==> src/rtl/ptw_pkg.sv <==
// Shared constants and index helper for the page-table walker.
package ptw_pkg;

    localparam int unsigned VaddrWidth = 48;
    localparam int unsigned DataWidth  = 64;
    localparam int unsigned IdxWidth   = 9;
    localparam int unsigned LevelWidth = 2;

    // Walk levels: the level of the table whose entry is being read.
    localparam logic [LevelWidth-1:0] LVL_PML4 = 2'd0;
    localparam logic [LevelWidth-1:0] LVL_PDPT = 2'd1;
    localparam logic [LevelWidth-1:0] LVL_PD   = 2'd2;
    localparam logic [LevelWidth-1:0] LVL_PT   = 2'd3;

    // Input opcodes.
    localparam logic OP_TRANSLATE = 1'b0;
    localparam logic OP_READ_RESP = 1'b1;

    // Result kinds.
    localparam logic KIND_MEM_READ = 1'b0;
    localparam logic KIND_DONE     = 1'b1;

    localparam int unsigned PresentBit = 0;
    localparam int unsigned LargeBit   = 7;

    // Nine-bit table index of a virtual address at a given walk level.
    function automatic logic [IdxWidth-1:0] level_index(
        input logic [VaddrWidth-1:0] va,
        input logic [LevelWidth-1:0] lvl
    );
        logic [IdxWidth-1:0] idx;
        case (lvl)
            LVL_PML4: idx = va[47:39];
            LVL_PDPT: idx = va[38:30];
            LVL_PD:   idx = va[29:21];
            LVL_PT:   idx = va[20:12];
            default:  idx = '0;
        endcase
        return idx;
    endfunction

endpackage

==> src/rtl/four_level_page_table_walker.sv <==
// Four-level 48-bit page-table walker, top level.
//
// Usage:
//   s_ channel carries one beat per request or memory response: s_op = 0 is a
//   translate request (s_virt_addr), s_op = 1 is a table entry returned by
//   memory (s_read_data). m_ channel returns results: m_kind = 0 asks memory
//   for the 8-byte entry at m_mem_addr, m_kind = 1 ends the walk with
//   m_phys_addr and m_fault. The caller answers each read request with one
//   response beat. A request seen during a walk and a response seen while
//   idle are consumed and produce nothing.
//   cfg_ channel writes root_table_base (low 12 bits ignored); write it only
//   while no walk is pending. cfg_ready is always high.
// Timing:
//   An accepted s_ beat has its result in the m_ output register next cycle.
//   One beat per cycle sustained while m_ready is high: the whole decision
//   is one level of index mux, mask and merge ahead of the output register.
// Reset (aresetn low, synchronous): walker idle, level 0, root base 0,
//   output register empty.
// Stall: while m_ready is low and a result is held, s_ready drops; nothing
//   is lost and the held result stays put.
module four_level_page_table_walker (
    input  logic                              aclk,
    input  logic                              aresetn,
    // configuration
    input  logic                              cfg_valid,
    output logic                              cfg_ready,
    input  logic [ptw_pkg::DataWidth-1:0]     cfg_wdata,
    // input beats
    input  logic                              s_valid,
    output logic                              s_ready,
    input  logic                              s_op,
    input  logic [ptw_pkg::VaddrWidth-1:0]    s_virt_addr,
    input  logic [ptw_pkg::DataWidth-1:0]     s_read_data,
    // result beats
    output logic                              m_valid,
    input  logic                              m_ready,
    output logic                              m_kind,
    output logic [ptw_pkg::DataWidth-1:0]     m_mem_addr,
    output logic [ptw_pkg::DataWidth-1:0]     m_phys_addr,
    output logic                              m_fault
);

    // walk state
    logic [ptw_pkg::DataWidth-1:0]  root_base_reg;
    logic                           busy_reg, busy_next;
    logic [ptw_pkg::LevelWidth-1:0] level_reg, level_next;
    logic [ptw_pkg::VaddrWidth-1:0] vaddr_reg, vaddr_next;

    // output register
    logic                           out_valid_reg, out_valid_next;
    logic                           kind_reg, kind_next;
    logic [ptw_pkg::DataWidth-1:0]  mem_addr_reg, mem_addr_next;
    logic [ptw_pkg::DataWidth-1:0]  phys_addr_reg, phys_addr_next;
    logic                           fault_reg, fault_next;

    logic                           in_fire;
    logic                           emit;
    logic [ptw_pkg::DataWidth-1:0]  entry;
    logic [ptw_pkg::LevelWidth-1:0] next_level;

    assign cfg_ready = 1'b1;
    // Output slot frees when empty or being drained this cycle.
    assign s_ready   = !out_valid_reg || m_ready;
    assign in_fire   = s_valid && s_ready;
    assign entry     = s_read_data;
    assign next_level = level_reg + 2'd1;

    always_comb begin
        busy_next      = busy_reg;
        level_next     = level_reg;
        vaddr_next     = vaddr_reg;
        emit           = 1'b0;
        kind_next      = ptw_pkg::KIND_MEM_READ;
        mem_addr_next  = '0;
        phys_addr_next = '0;
        fault_next     = 1'b0;

        if (in_fire) begin
            if (s_op == ptw_pkg::OP_TRANSLATE) begin
                if (!busy_reg) begin
                    // start walk: read top-level entry
                    busy_next     = 1'b1;
                    level_next    = ptw_pkg::LVL_PML4;
                    vaddr_next    = s_virt_addr;
                    emit          = 1'b1;
                    mem_addr_next = {root_base_reg[63:12],
                                     ptw_pkg::level_index(s_virt_addr, ptw_pkg::LVL_PML4),
                                     3'b000};
                end
            end else if (busy_reg) begin
                emit = 1'b1;
                if (!entry[ptw_pkg::PresentBit]) begin
                    busy_next  = 1'b0;
                    kind_next  = ptw_pkg::KIND_DONE;
                    fault_next = 1'b1;
                end else if (level_reg == ptw_pkg::LVL_PD && entry[ptw_pkg::LargeBit]) begin
                    // 2 MiB page
                    busy_next      = 1'b0;
                    kind_next      = ptw_pkg::KIND_DONE;
                    phys_addr_next = {entry[63:21], vaddr_reg[20:0]};
                end else if (level_reg == ptw_pkg::LVL_PT) begin
                    // 4 KiB page
                    busy_next      = 1'b0;
                    kind_next      = ptw_pkg::KIND_DONE;
                    phys_addr_next = {entry[63:12], vaddr_reg[11:0]};
                end else begin
                    level_next    = next_level;
                    mem_addr_next = {entry[63:12],
                                     ptw_pkg::level_index(vaddr_reg, next_level),
                                     3'b000};
                end
            end
        end

        if (in_fire) begin
            out_valid_next = emit;
        end else if (m_ready) begin
            out_valid_next = 1'b0;
        end else begin
            out_valid_next = out_valid_reg;
        end
    end

    always_ff @(posedge aclk) begin
        if (!aresetn) begin
            root_base_reg <= '0;
            busy_reg      <= 1'b0;
            level_reg     <= ptw_pkg::LVL_PML4;
            vaddr_reg     <= '0;
            out_valid_reg <= 1'b0;
        end else begin
            if (cfg_valid && cfg_ready) begin
                root_base_reg <= cfg_wdata;
            end
            busy_reg      <= busy_next;
            level_reg     <= level_next;
            vaddr_reg     <= vaddr_next;
            out_valid_reg <= out_valid_next;
        end
    end

    // payload, no reset needed
    always_ff @(posedge aclk) begin
        if (in_fire && emit) begin
            kind_reg      <= kind_next;
            mem_addr_reg  <= mem_addr_next;
            phys_addr_reg <= phys_addr_next;
            fault_reg     <= fault_next;
        end
    end

    assign m_valid     = out_valid_reg;
    assign m_kind      = kind_reg;
    assign m_mem_addr  = mem_addr_reg;
    assign m_phys_addr = phys_addr_reg;
    assign m_fault     = fault_reg;

    // A translate request taken while idle starts a walk.
    a_start_walk: assert property (@(posedge aclk) disable iff (!aresetn)
        (in_fire && s_op == ptw_pkg::OP_TRANSLATE && !busy_reg) |=> busy_reg)
        else $error("walk did not start");

    // Every response taken during a walk yields a result beat.
    a_resp_result: assert property (@(posedge aclk) disable iff (!aresetn)
        (in_fire && s_op == ptw_pkg::OP_READ_RESP && busy_reg) |=> m_valid)
        else $error("response lost");

    // A fault is a finished walk with a zero address.
    a_fault_form: assert property (@(posedge aclk) disable iff (!aresetn)
        (m_valid && m_fault) |-> (m_kind == ptw_pkg::KIND_DONE && m_phys_addr == '0))
        else $error("malformed fault beat");

    // Read requests are 8-byte aligned and carry no translation.
    a_read_form: assert property (@(posedge aclk) disable iff (!aresetn)
        (m_valid && m_kind == ptw_pkg::KIND_MEM_READ) |->
            (m_mem_addr[2:0] == 3'b000 && m_phys_addr == '0 && !m_fault))
        else $error("malformed read beat");

endmodule
==> config.mk <==
export PLATFORM = sky130hd
export DESIGN_NAME = four_level_page_table_walker
export DESIGN_NICKNAME = d
export VERILOG_FILES = /design/src/rtl/ptw_pkg.sv /design/src/rtl/four_level_page_table_walker.sv
export SDC_FILE = /design/constraint.sdc
export NUM_CORES = 1
export LEC_CHECK = 0
export ABC_CLOCK_PERIOD_IN_PS = 16550
export BUFFER_PORTS_ARGS = -buffer_cell sky130_fd_sc_hd__buf_2
export CORE_UTILIZATION = 54
export CTS_BUF_LIST = sky130_fd_sc_hd__clkbuf_8
export DETAILED_ROUTE_END_ITERATION = 10
export GPL_TIMING_DRIVEN = 0
export PLACE_DENSITY = 0.91
export SLEW_MARGIN = 20
export SYNTH_ARGS = -nofsm -noshare
export SYNTH_HDL_FRONTEND = slang
export SYNTH_SLANG_ARGS = --single-unit
==> constraint.sdc <==
create_clock -name aclk -period 16.55 [get_ports aclk]
set_input_delay 2.4825 -clock aclk [delete_from_list [all_inputs] [get_ports aclk]]
set_output_delay 2.4825 -clock aclk [all_outputs]
set_load 0.02 [all_outputs]
## Word level (Yosys, flattened, before mapping)

Index checks and enable logic that the tools add are counted.

- $add $sub $neg: 1
- Equal/unequal tests: 10
- Multiplexer cells: 30
- Bitwise operators: 2
- Reduce and logical (&&, ||, !) cells: 11

Operators with widths:

| operator | number |
|---|---|
| $mux 64 | 8 |
| $pmux 9 s4 | 1 |
| $mux 1 | 15 |
| $mux 2 | 6 |
| $eq 2x2->1 const B | 4 |
| $ne 2x2->1 const B | 4 |
| $reduce_and 3->1 | 2 |
| $reduce_and 6->1 | 1 |
| $reduce_and 4->1 | 1 |
| $logic_and 1x1->1 | 3 |
| $add 2x1->2 const B | 1 |
| $eq 2x1->1 const B | 1 |
| $logic_not 2->1 | 1 |
| $ne 2x1->1 const B | 1 |
| $not 1->1 | 2 |
| $reduce_bool 2->1 | 1 |
| $logic_not 1->1 | 1 |
| $logic_or 1x1->1 | 1 |

- Register bits after elaboration: 246
- Input port bits: 182
- Output and inout bits: 133
- Logic and storage cells: 63

## Logic depth before layout (Yosys ltp)

Gate-level depths: netlist of the first run.

- Depth after elaboration: 8
- Gate-level depth with buffers: 7
- Mapped depth without buffers: 5

## Worst setup path before layout of the first run

OpenSTA, ideal clock, no wires.

- Kind: input port to flip-flop
- Start point: input port m_ready
- End point: register fault_reg (netlist: m_fault) (enable)
- Library setup time: 0.615 ns
- Arrival time: 8.445 ns
- Required time: 15.935 ns
- Path slack: 7.489 ns
- Stages on the path: 6
- Path buffers: 2
- Path through: nor2b_1 -> buf_2 -> inv_2 -> nand2_1 -> clkbuf_1 -> nor2_1

- Cells in the longest elaborated chain, start to end: 4

RTL lines:

| item | RTL line | RTL |
|---|---|---|
| start, declared | four_level_page_table_walker.sv:36 | `input logic m_ready,` |
| $logic_or 1x1->1 * | four_level_page_table_walker.sv:63 | `assign s_ready = !out_valid_reg \|\| m_ready;` |
| $logic_and 1x1->1 * | four_level_page_table_walker.sv:64 | `assign in_fire = s_valid && s_ready;` |
| $mux 1 | four_level_page_table_walker.sv:78 | `if (in_fire) begin` |
| $logic_and 1x1->1 * | four_level_page_table_walker.sv:144 | `if (in_fire && emit) begin` |
| end signal, assigned | four_level_page_table_walker.sv:148 | `fault_reg <= fault_next;` |
| end, declared | four_level_page_table_walker.sv:54 | `logic fault_reg, fault_next;` |

Every way passes the cells marked *; elsewhere a longest branch is shown, timed or not.
A chain may end at the register's enable or synchronous reset.

## Worst setup path in the final report of the first run

- Start point: input port m_ready
- End point: output port s_ready

- Cells in the longest elaborated chain, start to end: 1

RTL lines:

| item | RTL line | RTL |
|---|---|---|
| $logic_or 1x1->1 | four_level_page_table_walker.sv:63 |  |
| end, declared | four_level_page_table_walker.sv:30 | `output logic s_ready,` |

Every way passes these cells.

==> results of run 1 <==
cell usage in the layout (no fill, tap or decap), drive strengths merged, types with 2 or more instances in the layout:
| cell type | n |
|---|---|
| inv | 24 |
| ha | 7 |
| a32oi | 52 |
| mux2i | 52 |
| dfxtp | 95 |
| nand2 | 23 |
| clkinv | 6 |
| a21oi | 60 |
| nor2 | 107 |
| buf | 321 |
| or3 | 9 |
| o211ai | 4 |
| o31ai | 39 |
| nand3 | 12 |
| nor2b | 2 |
| a222oi | 9 |
| and2 | 56 |
| edfxtp | 127 |
| clkbuf | 98 |
| conb | 4 |
| nand4 | 41 |
| nand2b | 2 |
| o2111ai | 2 |
cell usage after synthesis (9+ instances only):
master    number
mux2i_1       52
buf_4          9
nor2_1       107
nand2_1       23
dfxtp_1       95
edfxtp_1     127
and2_1        56
or3_1          9
clkbuf_1      53
nand3_1       11
a222oi_1       9
a32oi_1       52
buf_2         15
nand4_1       41
a21oi_1       60
o31ai_1       39
cells by family (layout without fill, tap and decap cells):
logic type / Yosys count / count (layout) / synth area share [%]
buf+inv: 97 / 450 / 4.58
compound gates: 169 / 169 / 13.1
fa+ha+maj: 7 / 7 / 0.948
mux: 52 / 52 / 5.63
simple gates: 255 / 255 / 13.8
flops: 222 / 222 / 61.9
other cells: 2 / 5 / 0.0813
layer usage:
layer  wire length [um]  part of all wire (%)  GRT usage [%]
met1              10200                    39           37.8
met2              12800                    48           49.4
met3               2340                   8.8           5.86
met4               1100                   4.2           14.2
met5                  0                     0              0
through the flow:
| stage | instance area, um2 | setup WS (ps) | power (mW) | std cells |
|---|---|---|---|---|
| after detailed placement | 11100 | 10720 | 0.793 | 1316 |
| after CTS | 11700 | 10690 | 1.22 | 1379 |
| after global routing | 11700 | 10600 | 1.26 | 1379 |
| after global placement | 10900 | 5010 | 0.787 | 1311 |
| final | 11700 | 10690 | 1.22 | 1380 |
| after floorplan | 9250 | 7490 | 0.728 | 806 |
final timing paths:
check          startpoint         endpoint  slack (ps)  cells after the start
max               m_ready          s_ready       10690                      6
min          vaddr_reg[3]     vaddr_reg[3]         470                      2
max reg2reg       m_valid  m_phys_addr[21]       13450                      9
min reg2reg  vaddr_reg[3]     vaddr_reg[3]         470                      2
critical path: cells and delay by family:
family / cells / cell delay [ps]
buffers and inverters: 5 / 790
and+or+nand+nor: 1 / 90
power by group:
group / switching, mW / total, mW / leakage (nW) / internal [mW]
Clock: 0.211 / 0.432 / 0.386 / 0.221
Combinational: 0.0986 / 0.153 / 2.46 / 0.0546
Sequential: 0.0135 / 0.631 / 1.99 / 0.617
Total: 0.323 / 1.22 / 4.83 / 0.893
cell type report:
type | count | area (um2)
Sequential cell | 222 | 5720
Fill cell | 1151 | 4900
Multi-Input combinational cell | 487 | 3120
Timing Repair Buffer | 290 | 1560
Clock buffer | 40 | 551
Buffer | 89 | 393
Tap cell | 220 | 275
Clock inverter | 23 | 97.6
Inverter | 8 | 30.0
Antenna cell | 1 | 2.50
==> results.ini, run 1 <==
[global_routing]
antenna_found_initial = 0
grt_pass1_vias = 7676
grt_max_degree = 28
grt-ovfl-total = 0
grt_pass1_wl_mm = 40.7
grt.total_usage_pct = 29.9

[critical_path]
cp.arrival_ps = 3370
cp.required_ps = 14070
worstSetupPathType = input port to output pin
critPathCaptureType = output pin
path_common_cell = buf_2
slowest_delay_ps = 240
cp_slowest_cell = buf_2
critical_path.max_fanout = 9
path_cells = buf_2 -> nor2b_1 -> buf_2 -> inv_2 -> buf_2 -> buf_2
crit_path_start_kind = input port

[clocking]
cts_resized = 0
numCtsBuffers = 35
clockBufferDepth = 3
hold_buffers = 0
htreeDepth = 2
cts_tree = done
cts_setup_buffers = 0
root_buffer = clkbuf_8
clock-sinks = 222
clock_latency_ps = 520
clk_pin_slew_ps = 60

[timing]
fin_crit_sh_pct = 35.4
fin_skew_ps = 16.8
fin_tns_setup_ps = 0
setup_viol = 0
grt_setup_unrepaired = no
max_freq_mhz = 171
finalHoldViolations = 0
report.final.slew_viol_count = 0
fin_hold_ws_ps = 470
relSlewSlack_pct = 43.8
tightest_slew_ps = 837
min_period_ps = 5860

[pwr]
power_density_nw_per_um2 = 104
peakVddDrop_mv = 0.0612
p_leak_nw = 4.83

[placement]
port_buffers = 285
place.gp.congestion = 0.883
dpl.hpwl_mm = 19.2

[detailed_routing]
num_vias = 7968
wirelength_mm = 26.5
drc_errors = 0
drt_iter0_markers = 760
viasPerCell = 5.77
ant_nets = 0
wl_per_cell_um = 19.2
dr.pass1.iters = 6

[status]
outcome = completed

[layout]
nets = 1322
drive_gt1_share_pct = 31.8
area_growth_pct = 27.1
utilization_pct = 70.6
largest_register_ffs = 64

[yosys]
synth_ff_type = edfxtp_1
syn_area_per_cell_um2 = 11.5
yosys.area.top_type = edfxtp_1
synth-seq-area-share_pct = 61.9
synth-edff-count = 127
yosys.area.top_type_share_pct = 41.3
synthTopCellsByArea = edfxtp_1 41%, dfxtp_1 21%, mux2i_1 5.6%, a32oi_1 4.9%, nor2_1 4.3%
ys_ff_latch = 222
synthCells = 804
ys_types = 33
synth_area_um2 = 9240
async_flop_share_pct = 0
yosysWarnings = 0

[die]
ioPinCount = 315
initial_utilization_pct = 55.5
die_area_um2 = 17600
die_w_um = 133
die_y_um = 133
fp-row-count = 47
fp.coreArea_um2 = 16600

[worst_hold_path]
hp-class = flip-flop to flip-flop

[run]
maxCapViolCount = 0

(Power assumes the default switching activity.)
==> run 2, diff against run 1 <==
ABC_CLOCK_PERIOD_IN_PS = 5620   (was 16550)
CORE_UTILIZATION = 52   (was 54)
PLACE_DENSITY = 0.88   (was 0.91)
clock period = 5.62 ns   (was 16.55 ns; I/O delays follow)
==> results.ini, run 2 (synthesis results as in run 1) <==
[status]
outcome = completed

[global_routing]
grt-ovfl-total = 0
grt_pass1_wl_mm = 39.2
antenna_found_initial = 3
grt_max_degree = 33
grt_pass1_vias = 7359
grt.total_usage_pct = 27.9

[layout]
area_growth_pct = 27.6
nets = 1324
layout_common_cells = 300 x buf_2, 127 x edfxtp_1, 106 x nor2_1
final_common_cell = buf_2
largest_register_ffs = 64
drive_gt1_share_pct = 31.7
fill_cells = 1288

[clocking]
clock_latency_ps = 520
clock-sinks = 222
root_buffer = clkbuf_8
htreeDepth = 2
cts_tree = done
cts_setup_buffers = 0
cts_resized = 0
hold_buffers = 0
numCtsBuffers = 37
clk_pin_slew_ps = 60
clockBufferDepth = 3

[worst_hold_path]
hold_depth = 2
hold_path_end = vaddr_reg[30]
min-delay-start = vaddr_reg[30]
hp-class = flip-flop to flip-flop

[die]
fp-row-count = 48
initial_utilization_pct = 53.4
fp.coreArea_um2 = 17300
die_y_um = 135
ioPinCount = 315
die_w_um = 135
die_area_um2 = 18300

[pwr]
power_mw = 3.66
power_density_nw_per_um2 = 311
p_leak_nw = 4.86
peakVddDrop_mv = 0.199

[detailed_routing]
drc_errors = 0
ant_nets = 0
wl_per_cell_um = 19.0
wirelength_mm = 26.3
num_vias = 7910
dr.pass1.iters = 8
viasPerCell = 5.70
drt_iter0_markers = 707

[critical_path]
rr_worst_depth = 9
slowest_delay_ps = 530
cp.buffers_inverters = 6
cp_slowest_cell = nor2_4
worstSetupPathType = flip-flop to flip-flop
path_cells = nor2b_1 -> buf_2 -> inv_2 -> nand2_1 -> clkbuf_1 -> nor2_4 -> buf_12 -> buf_16 -> buf_16
critPathCaptureType = flip-flop
crit_family = buffers and inverters
path_common_cell = buf_16
reg2reg_to = m_mem_addr[19]
r2r_slack_ps = 2580
cp.arrival_ps = 3250
critical_path.max_fanout = 23
cp.required_ps = 5830
timing.rr.start = m_valid
crit_path_start_kind = flip-flop

[timing]
min_period_ps = 3040
finalWorstSetupSlack_ps = 2580
finalHoldViolations = 0
fin_crit_sh_pct = 54.2
tightest_slew_ps = 924
report.final.slew_viol_count = 0
fin_skew_ps = 25.5
relSlewSlack_pct = 37.9
setup_viol = 0
grt_setup_unrepaired = no
max_freq_mhz = 329

[placement]
place.gp.congestion = 0.900
port_buffers = 285
dpl.hpwl_mm = 18.9
pre_cts_ws_ps = 2020

[run]
maxCapViolCount = 0

==> run 2: cell types whose count changed in the layout (fill, tap and decap cells not counted), sizes merged <==
| cell | before | now |
|---|---|---|
| clkinv | 6 | 4 |
| diode | 1 | 3 |
| clkinvlp | 1 | 0 |
| inv | 24 | 26 |
| bufinv | 0 | 2 |
==> run 2: worst min-delay path, stage by stage (launching register included) <==
cell	delay [ps]
dfxtp_1	310
o31ai_1	60
a21oi_1	60
==> run 2: worst max-delay path by stage <==
stage          depth (start not counted)  slack (ps)              end     from
6_report                               9        2580   m_mem_addr[19]  m_valid
5_1_grt                                9        2410  m_phys_addr[15]  m_valid
4_1_cts                                9        2530  m_phys_addr[18]  m_valid
3_5_place_dp                          10        2020   m_mem_addr[19]  m_ready
3_3_place_gp                           7       -1430  m_phys_addr[14]  m_ready
2_1_floorplan                          6         340          m_fault  m_ready
==> run 2: area by class of cell <==
class	count	area, um2	share of cell area [%]
plain buffers	89	393	3.33
repair buffers	290	1550	13.1
flip-flops and latches	222	5720	48.5
inverters	8	30.0	0.255
diodes	3	7.51	0.0637
clock buffers	40	551	4.67
well taps	225	282	2.39
multi-input cells	487	3120	26.4
clock inverters	24	145	1.23
==> run 2: routing by layer <==
metal	global-route usage [%]	vias up	routed length, um
met5	0	-	0
met4	11.8	0	1000
met3	4.71	69	2210
met2	46.4	482	12800
met1	36.1	3700	10300
li1	-	3659	-
==> run 2: metrics by stage <==
step / util, % / cells / hold WS [ps] / instance area, um2 / setup TNS (ps)
floorplan: - / 806 / 444 / 9250 / 0
finish: 68.1 / 1388 / 470 / 11800 / 0
global placement: 63.3 / 1316 / 451 / 11000 / -180340
detailed placement: 64.1 / 1321 / 458 / 11100 / 0
global route: 68.1 / 1388 / 489 / 11800 / 0
CTS: 68.1 / 1385 / 467 / 11800 / 0
==> run 2: where the power goes <==
group          switching (mW)  internal [mW]  total (mW)
clock network           0.616          0.743        1.36
registers              0.0384           1.82        1.86
logic                   0.289          0.159       0.447
total                   0.944           2.72        3.66
==> run 3, diff against run 2 <==
ABC_AREA = 1   (was unset)
ABC_CLOCK_PERIOD_IN_PS = 2800   (was 5620)
CORE_UTILIZATION = 47   (was 52)
PLACE_DENSITY = 0.84   (was 0.88)
clock period = 2.8 ns   (was 5.62 ns; I/O delays follow)
==> results.ini, run 3 <==
[status]
outcome = completed

[critical_path]
critPathCaptureType = flip-flop
worstSetupPathType = flip-flop to flip-flop
cp.required_ps = 3010
cp_slowest_cell = nor2_4
slowest_delay_ps = 430
rr_worst_depth = 7
path_cells = inv_2 -> clkbuf_2 -> ha_4 -> nor2_4 -> buf_16 -> buf_12 -> buf_16
path_common_cell = buf_16
cp.arrival_ps = 2760
crit_path_start_kind = flip-flop
critical_path.max_fanout = 29

[clocking]
clock_latency_ps = 530
cts_tree = done
clock-sinks = 222
numCtsBuffers = 37
hold_buffers = 0
root_buffer = clkbuf_8
htreeDepth = 2
clockBufferDepth = 3
clk_pin_slew_ps = 60

[yosys]
synthCells = 1068
yosys.area.top_type = edfxtp_1
yosys.area_share.simple_pct = 25.1
synthTopCellsByArea = edfxtp_1 40%, dfxtp_1 20%, nor2_1 8.7%, nand2_1 7.0%, nand3_1 5.8%
synth-seq-area-share_pct = 59.6
synth_common_cells = 222 x nor2_1, 179 x nand2_1, 127 x edfxtp_1, 111 x nand3_1, 95 x dfxtp_1
synth_compound_area_share_pct = 7.67
synth_area_um2 = 9590
synthMuxAreaShare_pct = 0
synth-edff-count = 127
yosys.area_share.xor_xnor_pct = 0
synth.most_common_cell = nor2_1
async_flop_share_pct = 0
yosys.area.top_type_share_pct = 39.8
synth_top_family_by_area = simple AND/OR/NAND/NOR gates
ys_types = 23
synth_ff_type = edfxtp_1
ys_ff_latch = 222
yosysWarnings = 0
synthAdderAreaFrac_pct = 0.913
syn_area_per_cell_um2 = 8.98

[global_routing]
grt_max_degree = 30
grt_pass1_wl_mm = 41.9
antenna_found_initial = 2
grt-ovfl-total = 0
grt.total_usage_pct = 26.5
grt_pass1_vias = 8326

[die]
ioPinCount = 315
die_w_um = 145
initial_utilization_pct = 48.6
fp-row-count = 51
die_area_um2 = 21000
die_y_um = 145
fp.coreArea_um2 = 19700

[run]
maxCapViolCount = 0

[timing]
finalHoldViolations = 0
min_period_ps = 2550
fin_skew_ps = 29.8
fin_crit_sh_pct = 91.0
max_freq_mhz = 392
grt_setup_unrepaired = no
setup_viol = 0
fin_hold_ws_ps = 120
fin_tns_setup_ps = 0
report.final.slew_viol_count = 0
tightest_slew_ps = 657
relSlewSlack_pct = 56.2

[detailed_routing]
wl_per_cell_um = 16.8
wirelength_mm = 28.6
drc_errors = 0
drt_iter0_markers = 633
num_vias = 8970
ant_nets = 0
viasPerCell = 5.28
dr.pass1.iters = 5

[layout]
drive_gt1_share_pct = 28.8
area_growth_pct = 28.5
fill_cells = 1654
largest_register_ffs = 64
utilization_pct = 62.5
final_common_cell = buf_2
final_area_um2 = 12300
nets = 1592
layout_common_cells = 315 x buf_2, 221 x nor2_1, 179 x nand2_1

[pwr]
power_mw = 7.73
power_density_nw_per_um2 = 627
peakVddDrop_mv = 0.362
p_leak_nw = 5.14

[worst_hold_path]
hold_depth = 3
hp-class = input port to flip-flop

[placement]
place.gp.congestion = 0.893
dpl.hpwl_mm = 20.9
port_buffers = 288
place_area_um2 = 11600

==> run 3: cell count changes in the layout (fill, tap and decap cells not counted), sizes merged, moves of 23 or more <==
cell / change
buf: +25
o21ai: +54
o31ai: -39
a21oi: +33
nor2: +118
nand3: +100
and2: -56
a32oi: -52
mux2i: -52
inv: +23
nand2: +161
==> run 3: cells by family after synthesis <==
| logic type | after synthesis |
|---|---|
| compound gates | 147 |
| fa+ha+maj | 7 |
| buf+inv | 126 |
| flops | 222 |
| other cells | 2 |
| simple gates | 564 |
==> run 3: report_power, final <==
group          leakage, nW  internal, mW  switching [mW]
registers             2.00          3.67          0.0795
logic                 2.69         0.378           0.737
clock network        0.443          1.58            1.28
total                 5.14          5.63            2.10
==> run 3: layer usage <==
layer / global-route usage [%] / vias up / part of all wire, %
li1: - / 4280 / -
met1: 33.1 / 4147 / 40
met2: 43.7 / 461 / 47
met3: 5.33 / 82 / 8.4
met4: 13.2 / 0 / 4.3
met5: 0 / - / 0
==> run 3: timing repair <==
action                                  in CTS  in global routing
buffers inserted                             0                  0
endpoints found under the setup margin       0                 28
gates resized for setup                      0                  0
==> run 3: stage by stage <==
step,std cells,setup WS [ps]
finish,1700,252
global placement,1623,-1430
detailed placement,1628,35.4
global route,1699,168
floorplan,1070,-426
CTS,1696,91.0
==> run 3: area by class of cell <==
cell class / count / area, um2 / share of cell area, %
clock inverter: 25 / 154 / 1.25
buffer: 93 / 539 / 4.38
timing repair buffer: 293 / 1570 / 12.8
multi-input combinational: 723 / 3280 / 26.6
clock buffer: 43 / 592 / 4.80
tap: 265 / 332 / 2.69
sequential: 222 / 5720 / 46.4
antenna: 3 / 7.51 / 0.0609
inverter: 33 / 131 / 1.07
==> run 3: worst paths after layout <==
| kind | from | to | slack (ps) |
|---|---|---|---|
| setup reg to reg | busy_reg | m_mem_addr[33] | 250 |
| hold / removal | cfg_wdata[52] | root_base_reg[52] | 120 |
| hold reg to reg | root_base_reg[28] | root_base_reg[28] | 450 |
| setup / recovery | busy_reg | m_mem_addr[33] | 250 |
==> run 3: critical path: cells and delay by family, from the launching register on <==
kind                       cells  cell delay, ps
adders and majority gates      1             280
buffers and inverters          5            1150
DFF                            1             360
and+or+nand+nor                1             430
